**src/hw/rtl/tgc_pkg.sv**
```systemverilog
// ---------------------------------------------------------------------------
// Touch gesture classifier package
// Widths, codes, configuration types and small helper functions.
// ---------------------------------------------------------------------------
package tgc_pkg;

   localparam int COORD_BITS     = 8;
   localparam int CFG_BITS       = 8;
   localparam int HELD_BITS      = 8;
   localparam int GESTURE_BITS   = 3;
   localparam int LINK_BITS      = 2;
   localparam int CSR_INDEX_BITS = 3;
   localparam int SQ_BITS        = 2 * COORD_BITS;

   localparam logic [HELD_BITS-1:0] HELD_MAX = {HELD_BITS{1'b1}};

   typedef enum logic [GESTURE_BITS-1:0] {
      GESTURE_NONE       = 3'd0,
      GESTURE_NEXT       = 3'd1,
      GESTURE_PREV       = 3'd2,
      GESTURE_SETTINGS   = 3'd3,
      GESTURE_FAIL_RESET = 3'd4,
      GESTURE_LONG_RESET = 3'd5
   } gesture_type;

   typedef enum logic [LINK_BITS-1:0] {
      LINK_OTHER     = 2'd0,
      LINK_CONNECTED = 2'd1,
      LINK_FAILED    = 2'd2,
      LINK_UNUSED    = 2'd3
   } link_type;

   typedef enum logic [CSR_INDEX_BITS-1:0] {
      CSR_SWIPE_TRAVEL      = 3'd0,
      CSR_TAP_MAX           = 3'd1,
      CSR_LONG_PRESS_FRAMES = 3'd2,
      CSR_TAP_FRAMES_MAX    = 3'd3,
      CSR_BUTTON_CX         = 3'd4,
      CSR_BUTTON_CY         = 3'd5,
      CSR_BUTTON_RADIUS     = 3'd6,
      CSR_RESERVED          = 3'd7
   } csr_index_type;

   typedef struct packed {
      logic [CFG_BITS-1:0] swipe_travel;
      logic [CFG_BITS-1:0] tap_max;
      logic [CFG_BITS-1:0] long_press_frames;
      logic [CFG_BITS-1:0] tap_frames_max;
      logic [CFG_BITS-1:0] button_cx;
      logic [CFG_BITS-1:0] button_cy;
      logic [SQ_BITS-1:0]  radius_sq;
   } cfg_type;

   localparam logic [CFG_BITS-1:0] RESET_SWIPE_TRAVEL      = 8'd40;
   localparam logic [CFG_BITS-1:0] RESET_TAP_MAX           = 8'd15;
   localparam logic [CFG_BITS-1:0] RESET_LONG_PRESS_FRAMES = 8'd30;
   localparam logic [CFG_BITS-1:0] RESET_TAP_FRAMES_MAX    = 8'd10;
   localparam logic [CFG_BITS-1:0] RESET_BUTTON_CX         = 8'd120;
   localparam logic [CFG_BITS-1:0] RESET_BUTTON_CY         = 8'd210;
   localparam logic [CFG_BITS-1:0] RESET_BUTTON_RADIUS     = 8'd30;

   function automatic logic [COORD_BITS-1:0] abs_diff(input logic [COORD_BITS-1:0] a,
                                                      input logic [COORD_BITS-1:0] b);
      return (a >= b) ? (a - b) : (b - a);
   endfunction

endpackage

```
**src/hw/rtl/tgc_channels.sv**
```systemverilog
// ---------------------------------------------------------------------------
// Touch gesture classifier channels
// Valid/ready channel interfaces for samples, results and register writes.
// ---------------------------------------------------------------------------
interface tgc_req_if;
   import tgc_pkg::*;
   logic                  valid;
   logic                  ready;
   logic                  sample_ok;
   logic                  pressed;
   logic [COORD_BITS-1:0] touch_x;
   logic [COORD_BITS-1:0] touch_y;
   logic                  on_clock_view;
   logic [LINK_BITS-1:0]  link_state;

   modport source (output valid, sample_ok, pressed, touch_x, touch_y, on_clock_view,
                   link_state, input ready);
   modport sink   (input valid, sample_ok, pressed, touch_x, touch_y, on_clock_view,
                   link_state, output ready);
endinterface

interface tgc_rsp_if;
   import tgc_pkg::*;
   logic                    valid;
   logic                    ready;
   logic [GESTURE_BITS-1:0] gesture;
   logic                    is_touching;

   modport source (output valid, gesture, is_touching, input ready);
   modport sink   (input valid, gesture, is_touching, output ready);
endinterface

interface tgc_csr_if;
   import tgc_pkg::*;
   logic                      valid;
   logic                      ready;
   logic [CSR_INDEX_BITS-1:0] index;
   logic [CFG_BITS-1:0]       data;

   modport source (output valid, index, data, input ready);
   modport sink   (input valid, index, data, output ready);
endinterface

```
**src/hw/rtl/tgc_cfg.sv**
```systemverilog
// ---------------------------------------------------------------------------
// Touch gesture classifier configuration registers
// Holds six tuning registers and the squared button radius.
// ---------------------------------------------------------------------------
module tgc_cfg (
   input  logic             clock,
   input  logic             reset,
   tgc_csr_if.sink          csr_if,
   output tgc_pkg::cfg_type cfg
);
   import tgc_pkg::*;

   cfg_type       cfg_ff;
   cfg_type       cfg_in;
   logic          wr_en;
   csr_index_type wr_index;

   assign csr_if.ready = 1'b1;
   assign wr_en        = csr_if.valid;
   assign wr_index     = csr_index_type'(csr_if.index);

   always_comb begin
      cfg_in = cfg_ff;
      if (wr_en) begin
         unique case (wr_index)
            CSR_SWIPE_TRAVEL:      cfg_in.swipe_travel      = csr_if.data;
            CSR_TAP_MAX:           cfg_in.tap_max           = csr_if.data;
            CSR_LONG_PRESS_FRAMES: cfg_in.long_press_frames = csr_if.data;
            CSR_TAP_FRAMES_MAX:    cfg_in.tap_frames_max    = csr_if.data;
            CSR_BUTTON_CX:         cfg_in.button_cx         = csr_if.data;
            CSR_BUTTON_CY:         cfg_in.button_cy         = csr_if.data;
            CSR_BUTTON_RADIUS:     cfg_in.radius_sq         = SQ_BITS'(csr_if.data)
                                                              * SQ_BITS'(csr_if.data);
            CSR_RESERVED:          cfg_in = cfg_ff;
            default:               cfg_in = cfg_ff;
         endcase
      end
   end

   always_ff @(posedge clock) begin
      if (reset) begin
         cfg_ff.swipe_travel      <= RESET_SWIPE_TRAVEL;
         cfg_ff.tap_max           <= RESET_TAP_MAX;
         cfg_ff.long_press_frames <= RESET_LONG_PRESS_FRAMES;
         cfg_ff.tap_frames_max    <= RESET_TAP_FRAMES_MAX;
         cfg_ff.button_cx         <= RESET_BUTTON_CX;
         cfg_ff.button_cy         <= RESET_BUTTON_CY;
         cfg_ff.radius_sq         <= SQ_BITS'(RESET_BUTTON_RADIUS)
                                     * SQ_BITS'(RESET_BUTTON_RADIUS);
      end else begin
         cfg_ff <= cfg_in;
      end
   end

   assign cfg = cfg_ff;

endmodule

```
**src/hw/rtl/touch_gesture_classifier_unit.sv**
```systemverilog
// ---------------------------------------------------------------------------
// Touch gesture classifier unit
// Turns polled touch samples into swipe, tap and long press events.
// ---------------------------------------------------------------------------
// Every accepted sample gives exactly one result, in order, through the sample
// register and the result register. The block takes one sample per clock while
// the result side does not stall: a sample register feeds one stage of compare
// logic and a squared distance test against the button, which updates the
// contact state and loads the result register in the same cycle. Register
// writes take effect on the next cycle.
module touch_gesture_classifier_unit (
   input logic     clock,
   input logic     reset,
   tgc_req_if.sink req_if,
   tgc_rsp_if.source rsp_if,
   tgc_csr_if.sink csr_if
);
   import tgc_pkg::*;

   cfg_type cfg;

   tgc_cfg u_cfg (
      .clock  (clock),
      .reset  (reset),
      .csr_if (csr_if),
      .cfg    (cfg)
   );

   logic                  s1_valid_ff, s1_valid_in;
   logic                  s1_ok_ff, s1_pressed_ff, s1_clock_ff;
   logic [COORD_BITS-1:0] s1_x_ff, s1_y_ff;
   link_type              s1_link_ff;

   logic                  touching_ff, touching_in;
   logic [COORD_BITS-1:0] start_x_ff, start_x_in, start_y_ff, start_y_in;
   logic [COORD_BITS-1:0] last_x_ff, last_x_in, last_y_ff, last_y_in;
   logic [HELD_BITS-1:0]  held_ff, held_in;

   logic                  rsp_valid_ff, rsp_valid_in;
   gesture_type           gesture_ff, gesture_in;
   logic                  is_touching_ff;

   logic                  out_advance, req_xfer, step;
   logic                  new_contact;
   logic [COORD_BITS-1:0] btn_x, btn_y, bdx, bdy;
   logic [SQ_BITS-1:0]    bdx_sq, bdy_sq;
   logic [SQ_BITS:0]      dist_sq;
   logic                  in_button;
   logic [HELD_BITS-1:0]  held_base;
   logic                  held_step;
   logic [COORD_BITS-1:0] adx, ady;
   logic [COORD_BITS:0]   ady_x2;

   assign out_advance  = !rsp_valid_ff || rsp_if.ready;
   assign req_if.ready = !s1_valid_ff || out_advance;
   assign req_xfer     = req_if.valid && req_if.ready;
   assign step         = s1_valid_ff && out_advance;

   assign s1_valid_in = req_xfer ? 1'b1 : (out_advance ? 1'b0 : s1_valid_ff);

   always_ff @(posedge clock) begin
      if (req_xfer) begin
         s1_ok_ff      <= req_if.sample_ok;
         s1_pressed_ff <= req_if.pressed;
         s1_x_ff       <= req_if.touch_x;
         s1_y_ff       <= req_if.touch_y;
         s1_clock_ff   <= req_if.on_clock_view;
         s1_link_ff    <= link_type'(req_if.link_state);
      end
   end

   // The button test always looks at the start of the contact.
   assign new_contact = s1_ok_ff && s1_pressed_ff && !touching_ff;
   assign btn_x       = new_contact ? s1_x_ff : start_x_ff;
   assign btn_y       = new_contact ? s1_y_ff : start_y_ff;
   assign bdx         = abs_diff(btn_x, cfg.button_cx);
   assign bdy         = abs_diff(btn_y, cfg.button_cy);
   assign bdx_sq      = SQ_BITS'(bdx) * SQ_BITS'(bdx);
   assign bdy_sq      = SQ_BITS'(bdy) * SQ_BITS'(bdy);
   assign dist_sq     = {1'b0, bdx_sq} + {1'b0, bdy_sq};
   assign in_button   = dist_sq <= {1'b0, cfg.radius_sq};

   assign held_base = touching_ff ? held_ff : '0;
   assign held_step = held_base != HELD_MAX;

   always_comb begin
      if (s1_ok_ff && s1_pressed_ff) begin
         adx = abs_diff(s1_x_ff, btn_x);
         ady = abs_diff(s1_y_ff, btn_y);
      end else begin
         adx = abs_diff(last_x_ff, start_x_ff);
         ady = abs_diff(last_y_ff, start_y_ff);
      end
      ady_x2 = {ady, 1'b0};
   end

   always_comb begin
      touching_in = touching_ff;
      start_x_in  = start_x_ff;
      start_y_in  = start_y_ff;
      last_x_in   = last_x_ff;
      last_y_in   = last_y_ff;
      held_in     = held_ff;
      gesture_in  = GESTURE_NONE;
      priority if (s1_ok_ff && s1_pressed_ff) begin
         touching_in = 1'b1;
         start_x_in  = btn_x;
         start_y_in  = btn_y;
         last_x_in   = s1_x_ff;
         last_y_in   = s1_y_ff;
         held_in     = held_step ? held_base + HELD_BITS'(1) : held_base;
         if (held_step && (held_in == cfg.long_press_frames) && s1_clock_ff && in_button
             && (adx < cfg.tap_max) && (ady < cfg.tap_max)) begin
            gesture_in = GESTURE_LONG_RESET;
         end
      end else if (s1_ok_ff && touching_ff) begin
         touching_in = 1'b0;
         priority if (({1'b0, adx} > {1'b0, cfg.swipe_travel}) && ({1'b0, adx} > ady_x2)) begin
            gesture_in = (last_x_ff < start_x_ff) ? GESTURE_NEXT : GESTURE_PREV;
         end else if ((adx < cfg.tap_max) && (ady < cfg.tap_max)
                      && (held_ff < cfg.tap_frames_max)) begin
            priority if ((s1_link_ff == LINK_CONNECTED) && s1_clock_ff && in_button) begin
               gesture_in = GESTURE_SETTINGS;
            end else if (s1_link_ff == LINK_FAILED) begin
               gesture_in = GESTURE_FAIL_RESET;
            end else begin
               gesture_in = GESTURE_NONE;
            end
         end else begin
            gesture_in = GESTURE_NONE;
         end
      end else begin
         gesture_in = GESTURE_NONE;
      end
   end

   assign rsp_valid_in = step ? 1'b1 : (rsp_if.ready ? 1'b0 : rsp_valid_ff);

   always_ff @(posedge clock) begin
      if (reset) begin
         s1_valid_ff  <= 1'b0;
         rsp_valid_ff <= 1'b0;
         touching_ff  <= 1'b0;
         start_x_ff   <= '0;
         start_y_ff   <= '0;
         last_x_ff    <= '0;
         last_y_ff    <= '0;
         held_ff      <= '0;
      end else begin
         s1_valid_ff  <= s1_valid_in;
         rsp_valid_ff <= rsp_valid_in;
         if (step) begin
            touching_ff <= touching_in;
            start_x_ff  <= start_x_in;
            start_y_ff  <= start_y_in;
            last_x_ff   <= last_x_in;
            last_y_ff   <= last_y_in;
            held_ff     <= held_in;
         end
      end
   end

   always_ff @(posedge clock) begin
      if (step) begin
         gesture_ff     <= gesture_in;
         is_touching_ff <= touching_in;
      end
   end

   assign rsp_if.valid       = rsp_valid_ff;
   assign rsp_if.gesture     = gesture_ff;
   assign rsp_if.is_touching = is_touching_ff;

endmodule

```
**src/flat_wrapper.sv**
```systemverilog
// flat-port wrapper written by rule: the top's interface ports become plain ports
module touch_gesture_classifier_unit_flat import tgc_pkg::*;
  (clock, reset, req_if_valid, req_if_sample_ok, req_if_pressed, req_if_touch_x, req_if_touch_y, req_if_on_clock_view, req_if_link_state, req_if_ready, rsp_if_valid, rsp_if_gesture, rsp_if_is_touching, rsp_if_ready, csr_if_valid, csr_if_index, csr_if_data, csr_if_ready);
  tgc_req_if req_if_i ();
  tgc_rsp_if rsp_if_i ();
  tgc_csr_if csr_if_i ();
  input logic clock;
  input logic reset;
  input wire logic [$bits(req_if_i.valid)-1:0] req_if_valid;
  input wire logic [$bits(req_if_i.sample_ok)-1:0] req_if_sample_ok;
  input wire logic [$bits(req_if_i.pressed)-1:0] req_if_pressed;
  input wire logic [$bits(req_if_i.touch_x)-1:0] req_if_touch_x;
  input wire logic [$bits(req_if_i.touch_y)-1:0] req_if_touch_y;
  input wire logic [$bits(req_if_i.on_clock_view)-1:0] req_if_on_clock_view;
  input wire logic [$bits(req_if_i.link_state)-1:0] req_if_link_state;
  output wire logic [$bits(req_if_i.ready)-1:0] req_if_ready;
  output wire logic [$bits(rsp_if_i.valid)-1:0] rsp_if_valid;
  output wire logic [$bits(rsp_if_i.gesture)-1:0] rsp_if_gesture;
  output wire logic [$bits(rsp_if_i.is_touching)-1:0] rsp_if_is_touching;
  input wire logic [$bits(rsp_if_i.ready)-1:0] rsp_if_ready;
  input wire logic [$bits(csr_if_i.valid)-1:0] csr_if_valid;
  input wire logic [$bits(csr_if_i.index)-1:0] csr_if_index;
  input wire logic [$bits(csr_if_i.data)-1:0] csr_if_data;
  output wire logic [$bits(csr_if_i.ready)-1:0] csr_if_ready;
  assign req_if_i.valid = req_if_valid;
  assign req_if_i.sample_ok = req_if_sample_ok;
  assign req_if_i.pressed = req_if_pressed;
  assign req_if_i.touch_x = req_if_touch_x;
  assign req_if_i.touch_y = req_if_touch_y;
  assign req_if_i.on_clock_view = req_if_on_clock_view;
  assign req_if_i.link_state = req_if_link_state;
  assign req_if_ready = req_if_i.ready;
  assign rsp_if_valid = rsp_if_i.valid;
  assign rsp_if_gesture = rsp_if_i.gesture;
  assign rsp_if_is_touching = rsp_if_i.is_touching;
  assign rsp_if_i.ready = rsp_if_ready;
  assign csr_if_i.valid = csr_if_valid;
  assign csr_if_i.index = csr_if_index;
  assign csr_if_i.data = csr_if_data;
  assign csr_if_ready = csr_if_i.ready;
  touch_gesture_classifier_unit u_core (.clock(clock), .reset(reset), .req_if(req_if_i), .rsp_if(rsp_if_i), .csr_if(csr_if_i));
endmodule
```
**config.mk**
```make
export PLATFORM = sky130hd
export DESIGN_NAME = touch_gesture_classifier_unit_flat
export DESIGN_NICKNAME = d
export VERILOG_FILES = /design/src/hw/rtl/tgc_pkg.sv /design/src/hw/rtl/tgc_channels.sv /design/src/hw/rtl/tgc_cfg.sv /design/src/hw/rtl/touch_gesture_classifier_unit.sv /design/src/flat_wrapper.sv
export SDC_FILE = /design/constraint.sdc
export NUM_CORES = 1
export LEC_CHECK = 0
export ABC_AREA = 0
export BUFFER_PORTS_ARGS = -buffer_cell sky130_fd_sc_hd__buf_2
export CORE_ASPECT_RATIO = 2
export CORE_MARGIN = 2
export CORE_UTILIZATION = 65
export DETAILED_ROUTE_END_ITERATION = 10
export PLACE_DENSITY = 0.91
export SETUP_SLACK_MARGIN = 0.05
export SLEW_MARGIN = 20
export SYNTH_ARGS = -nofsm -noshare
export SYNTH_HDL_FRONTEND = slang
export SYNTH_SLANG_ARGS = --single-unit
```
**constraint.sdc**
```tcl
create_clock -name clock -period 12.7 [get_ports clock]
set_input_delay 3.81 -clock clock [delete_from_list [all_inputs] [get_ports clock]]
set_output_delay 3.81 -clock clock [all_outputs]
set_load 0.02 [all_outputs]
```
==> metrics.yaml <==
utilization: 0.6998
drc: 0
cp-start-kind: "flip-flop"
hold_viol: 0
hold_ws_ns: 0.4562
grt_antenna_before_repair: 1
cts_root_buf: "clkbuf_16"
path_clk_slew_ns: 0.07
drv_slew: 0
worst_pin_slew_ns: 1.263
crit_required_ns: 12.89
postCtsResizedCells: 0
cts_buffer_depth: 2
clock.fmax_mhz: 85.52
place_congestion: 1.017
status: "complete, no violations"
cts_buffers: 17
area_growth_pct: 6.229
avgSynthCellArea_sq_um: 8.335
multi_input_area_sq_um: 11340
synth-async-reset-ratio: 0
crit_top_cell: "fa_1"
crit_type: "reg2reg"
min_path_type: "reg2reg"
dominantRegCellSynth: "dfxtp_1"
slowest_delay_ns: 0.71
ys_seq_area_frac: 0.1838
first_pass_iters: 6
viasPerCell: 6.220
wl_met2_um: 23110
slowest_stage: "and3b_1"
regArea_sq_um: 2873
fin_crit_sh: 0.9207
cts_tree: "yes"
synth_cells: 1875
gr-total-overflow: 0
setup_viol: 0
grt_use_total: 0.3594
cp_num_buf_inv: 4
holdBufCountCts: 0
rsz0062_at_grt: "false"
netlist-cell-type-count: 87
htreeDepth: 4
initial_core_util: 0.6588
port_buffers: 42
fp.dieW_um: 113.6
wl_met3_um: 2309
grt_pass1_vias: 14370
clock_sinks: 131
wl_per_cell_um: 20.27
finalSetupTns_ns: 0
grt_max_degree: 85
ys_ff_latch: 131
post_cts_buffers: 0
fin_skew_ns: 0.01190
n_antenna_cell: 0
cp-end-kind: "flip-flop"
die_h_um: 223.3
grt_pass1_wl_um: 70410
clk_latency_ns: 0.44
dpl.hpwl_um: 35130
drv_cap: 0
max-slew-margin-rel: 0.1490
wirelength_um: 44400
nets: 2264
ys.warnings.count: 0
die_area_sq_um: 25370
drive_gt1_frac: 0.06674
synth_nets: 2249
core_sq_um: 23720
crit_fanout: 19
postRouteAntennaNets: 0
vias: 13620
cp.arrival_ns: 11.88
io_pins: 44
drt-initial-drc-count: 1042
rrSetupSlack_ns: 1.01
synthesis.area_sq_um: 15630
highest_layer: "met5"
period_minus_slack_ns: 11.69
nFillCells: 1759
rows: 80
synth-edff-count: 25
wl_met1_um: 13850
critPathTopFamily: "adder cells"
-- worst reg2reg max path, delay by kind of cell, from the launching register on --
kind                       cells  cell delay [ns]
DFF                            1             0.50
adders and majority gates      9             4.16
AOI/OAI and AO/OA             16             3.34
buffers and inverters          4             0.40
muxes                          2             0.90
and+or+nand+nor                8             2.01
xor gates and xnor gates       1             0.14
-- sequential cells by signal, indices dropped and copies added (netlist names) --
| signal | cells |
|---|---|
| u_core.rsp_if.gesture | 3 |
| u_core.s1_valid_ff | 1 |
| u_core.s1_y_ff | 8 |
| u_core.s1_x_ff | 8 |
| u_core.last_x_ff | 8 |
| u_core.u_cfg.cfg | 63 |
| u_core.rsp_if.is_touching | 1 |
| u_core.start_y_ff | 8 |
| u_core.s1_clock_ff | 1 |
| u_core.touching_ff | 1 |
| u_core.rsp_if.valid | 1 |
| u_core.s1_pressed_ff | 1 |
| u_core.held_ff | 8 |
| u_core.s1_ok_ff | 1 |
| u_core.last_y_ff | 8 |
| u_core.start_x_ff | 8 |
| u_core.s1_link_ff | 2 |
-- cells in the mapped netlist, types with 17 or more instances --
cell type | count | area share
a211oi_1 | 26 | 0.012
a21o_1 | 29 | 0.014
a21oi_1 | 105 | 0.034
a31oi_1 | 17 | 0.0068
and2_1 | 27 | 0.011
and3_1 | 17 | 0.0068
clkbuf_1 | 46 | 0.011
dfxtp_1 | 106 | 0.14
edfxtp_1 | 25 | 0.048
fa_1 | 111 | 0.14
ha_1 | 226 | 0.18
inv_1 | 313 | 0.075
mux2i_1 | 61 | 0.039
nand2_1 | 189 | 0.045
nand2b_1 | 24 | 0.0096
nand3_1 | 37 | 0.012
nor2_1 | 140 | 0.034
nor2b_1 | 22 | 0.0088
nor3_1 | 25 | 0.0080
o211ai_1 | 25 | 0.012
o21a_1 | 23 | 0.011
o21ai_0 | 58 | 0.019
xnor2_1 | 49 | 0.027
xor2_1 | 23 | 0.013
-- area by class of cell --
| type | count | area share |
|---|---|---|
| flip-flops and latches | 131 | 0.1730 |
| inverters | 314 | 0.07100 |
| multi-input cells | 1373 | 0.6831 |
| clock buffers | 17 | 0.02563 |
| well taps | 287 | 0.02163 |
| clock inverters | 15 | 0.007914 |
| repair buffers | 53 | 0.01764 |
-- routing by layer --
layer / vias up / track usage
met5: - / 0
met4: 2 / 0.3363
met3: 286 / 0.05352
met2: 609 / 0.6556
met1: 6456 / 0.3295
li1: 6269 / -
-- final timing paths --
check / start / cells past startpoint / endpoint
max: u_core.touching_ff$_SDFFE_PP0P_ / 40 / u_core.rsp_if.gesture[0]$_DFFE_PP_
min: u_core.u_cfg.cfg[53]$_SDFFE_PP0P_ / 2 / u_core.u_cfg.cfg[53]$_SDFFE_PP0P_
max reg2reg: u_core.touching_ff$_SDFFE_PP0P_ / 40 / u_core.rsp_if.gesture[0]$_DFFE_PP_
min reg2reg: u_core.u_cfg.cfg[53]$_SDFFE_PP0P_ / 2 / u_core.u_cfg.cfg[53]$_SDFFE_PP0P_
-- per-stage QoR --
stage,instance area [sq um],setup WS (ns),std cells
floorplan,15630,2.210,1875
global placement,16040,1.525,2157
detailed placement,16040,1.120,2157
CTS,16590,1.085,2189
global route,16600,0.1079,2190
finish,16600,1.007,2190
-- logic make-up (layout without fill, tap and decap cells) --
kind of cell	after synthesis	in the layout	share of synthesized area
AOI/OAI and AO/OA	358	358	0.1528
xor gates and xnor gates	76	76	0.04452
adders and majority gates	337	337	0.3231
buffers and inverters	371	399	0.09063
DFF	131	131	0.1838
muxes	76	76	0.05004
other	1	1	0.0002400
and+or+nand+nor	525	525	0.1548
-- layout by cell type (no fill, tap or decap), types with 4 or more instances in the layout --
cell type,count
and3_1,17
nand2b_1,24
buf_2,42
nor3_1,25
nand3_1,37
a31oi_1,17
edfxtp_1,25
nor3b_1,5
clkbuf_16,17
ha_1,226
nand2_1,189
nand3b_1,4
mux2_2,13
o31ai_1,8
o21a_1,23
o21bai_1,5
fa_1,111
o21ai_0,58
inv_1,313
nor2_1,140
nand4_1,11
a21oi_1,105
dfxtp_1,106
o31a_1,5
clkinv_2,4
buf_4,10
nor2b_1,22
a211oi_1,26
o21ai_1,5
o22ai_1,5
or3_1,4
a21o_1,29
a21boi_0,4
or2_2,6
o211ai_1,25
xnor2_1,49
mux2i_1,61
and2_1,25
xor2_1,23
Power is not shown: default switching activity piles up to over one toggle a cycle in this logic, so the estimate is an artifact.
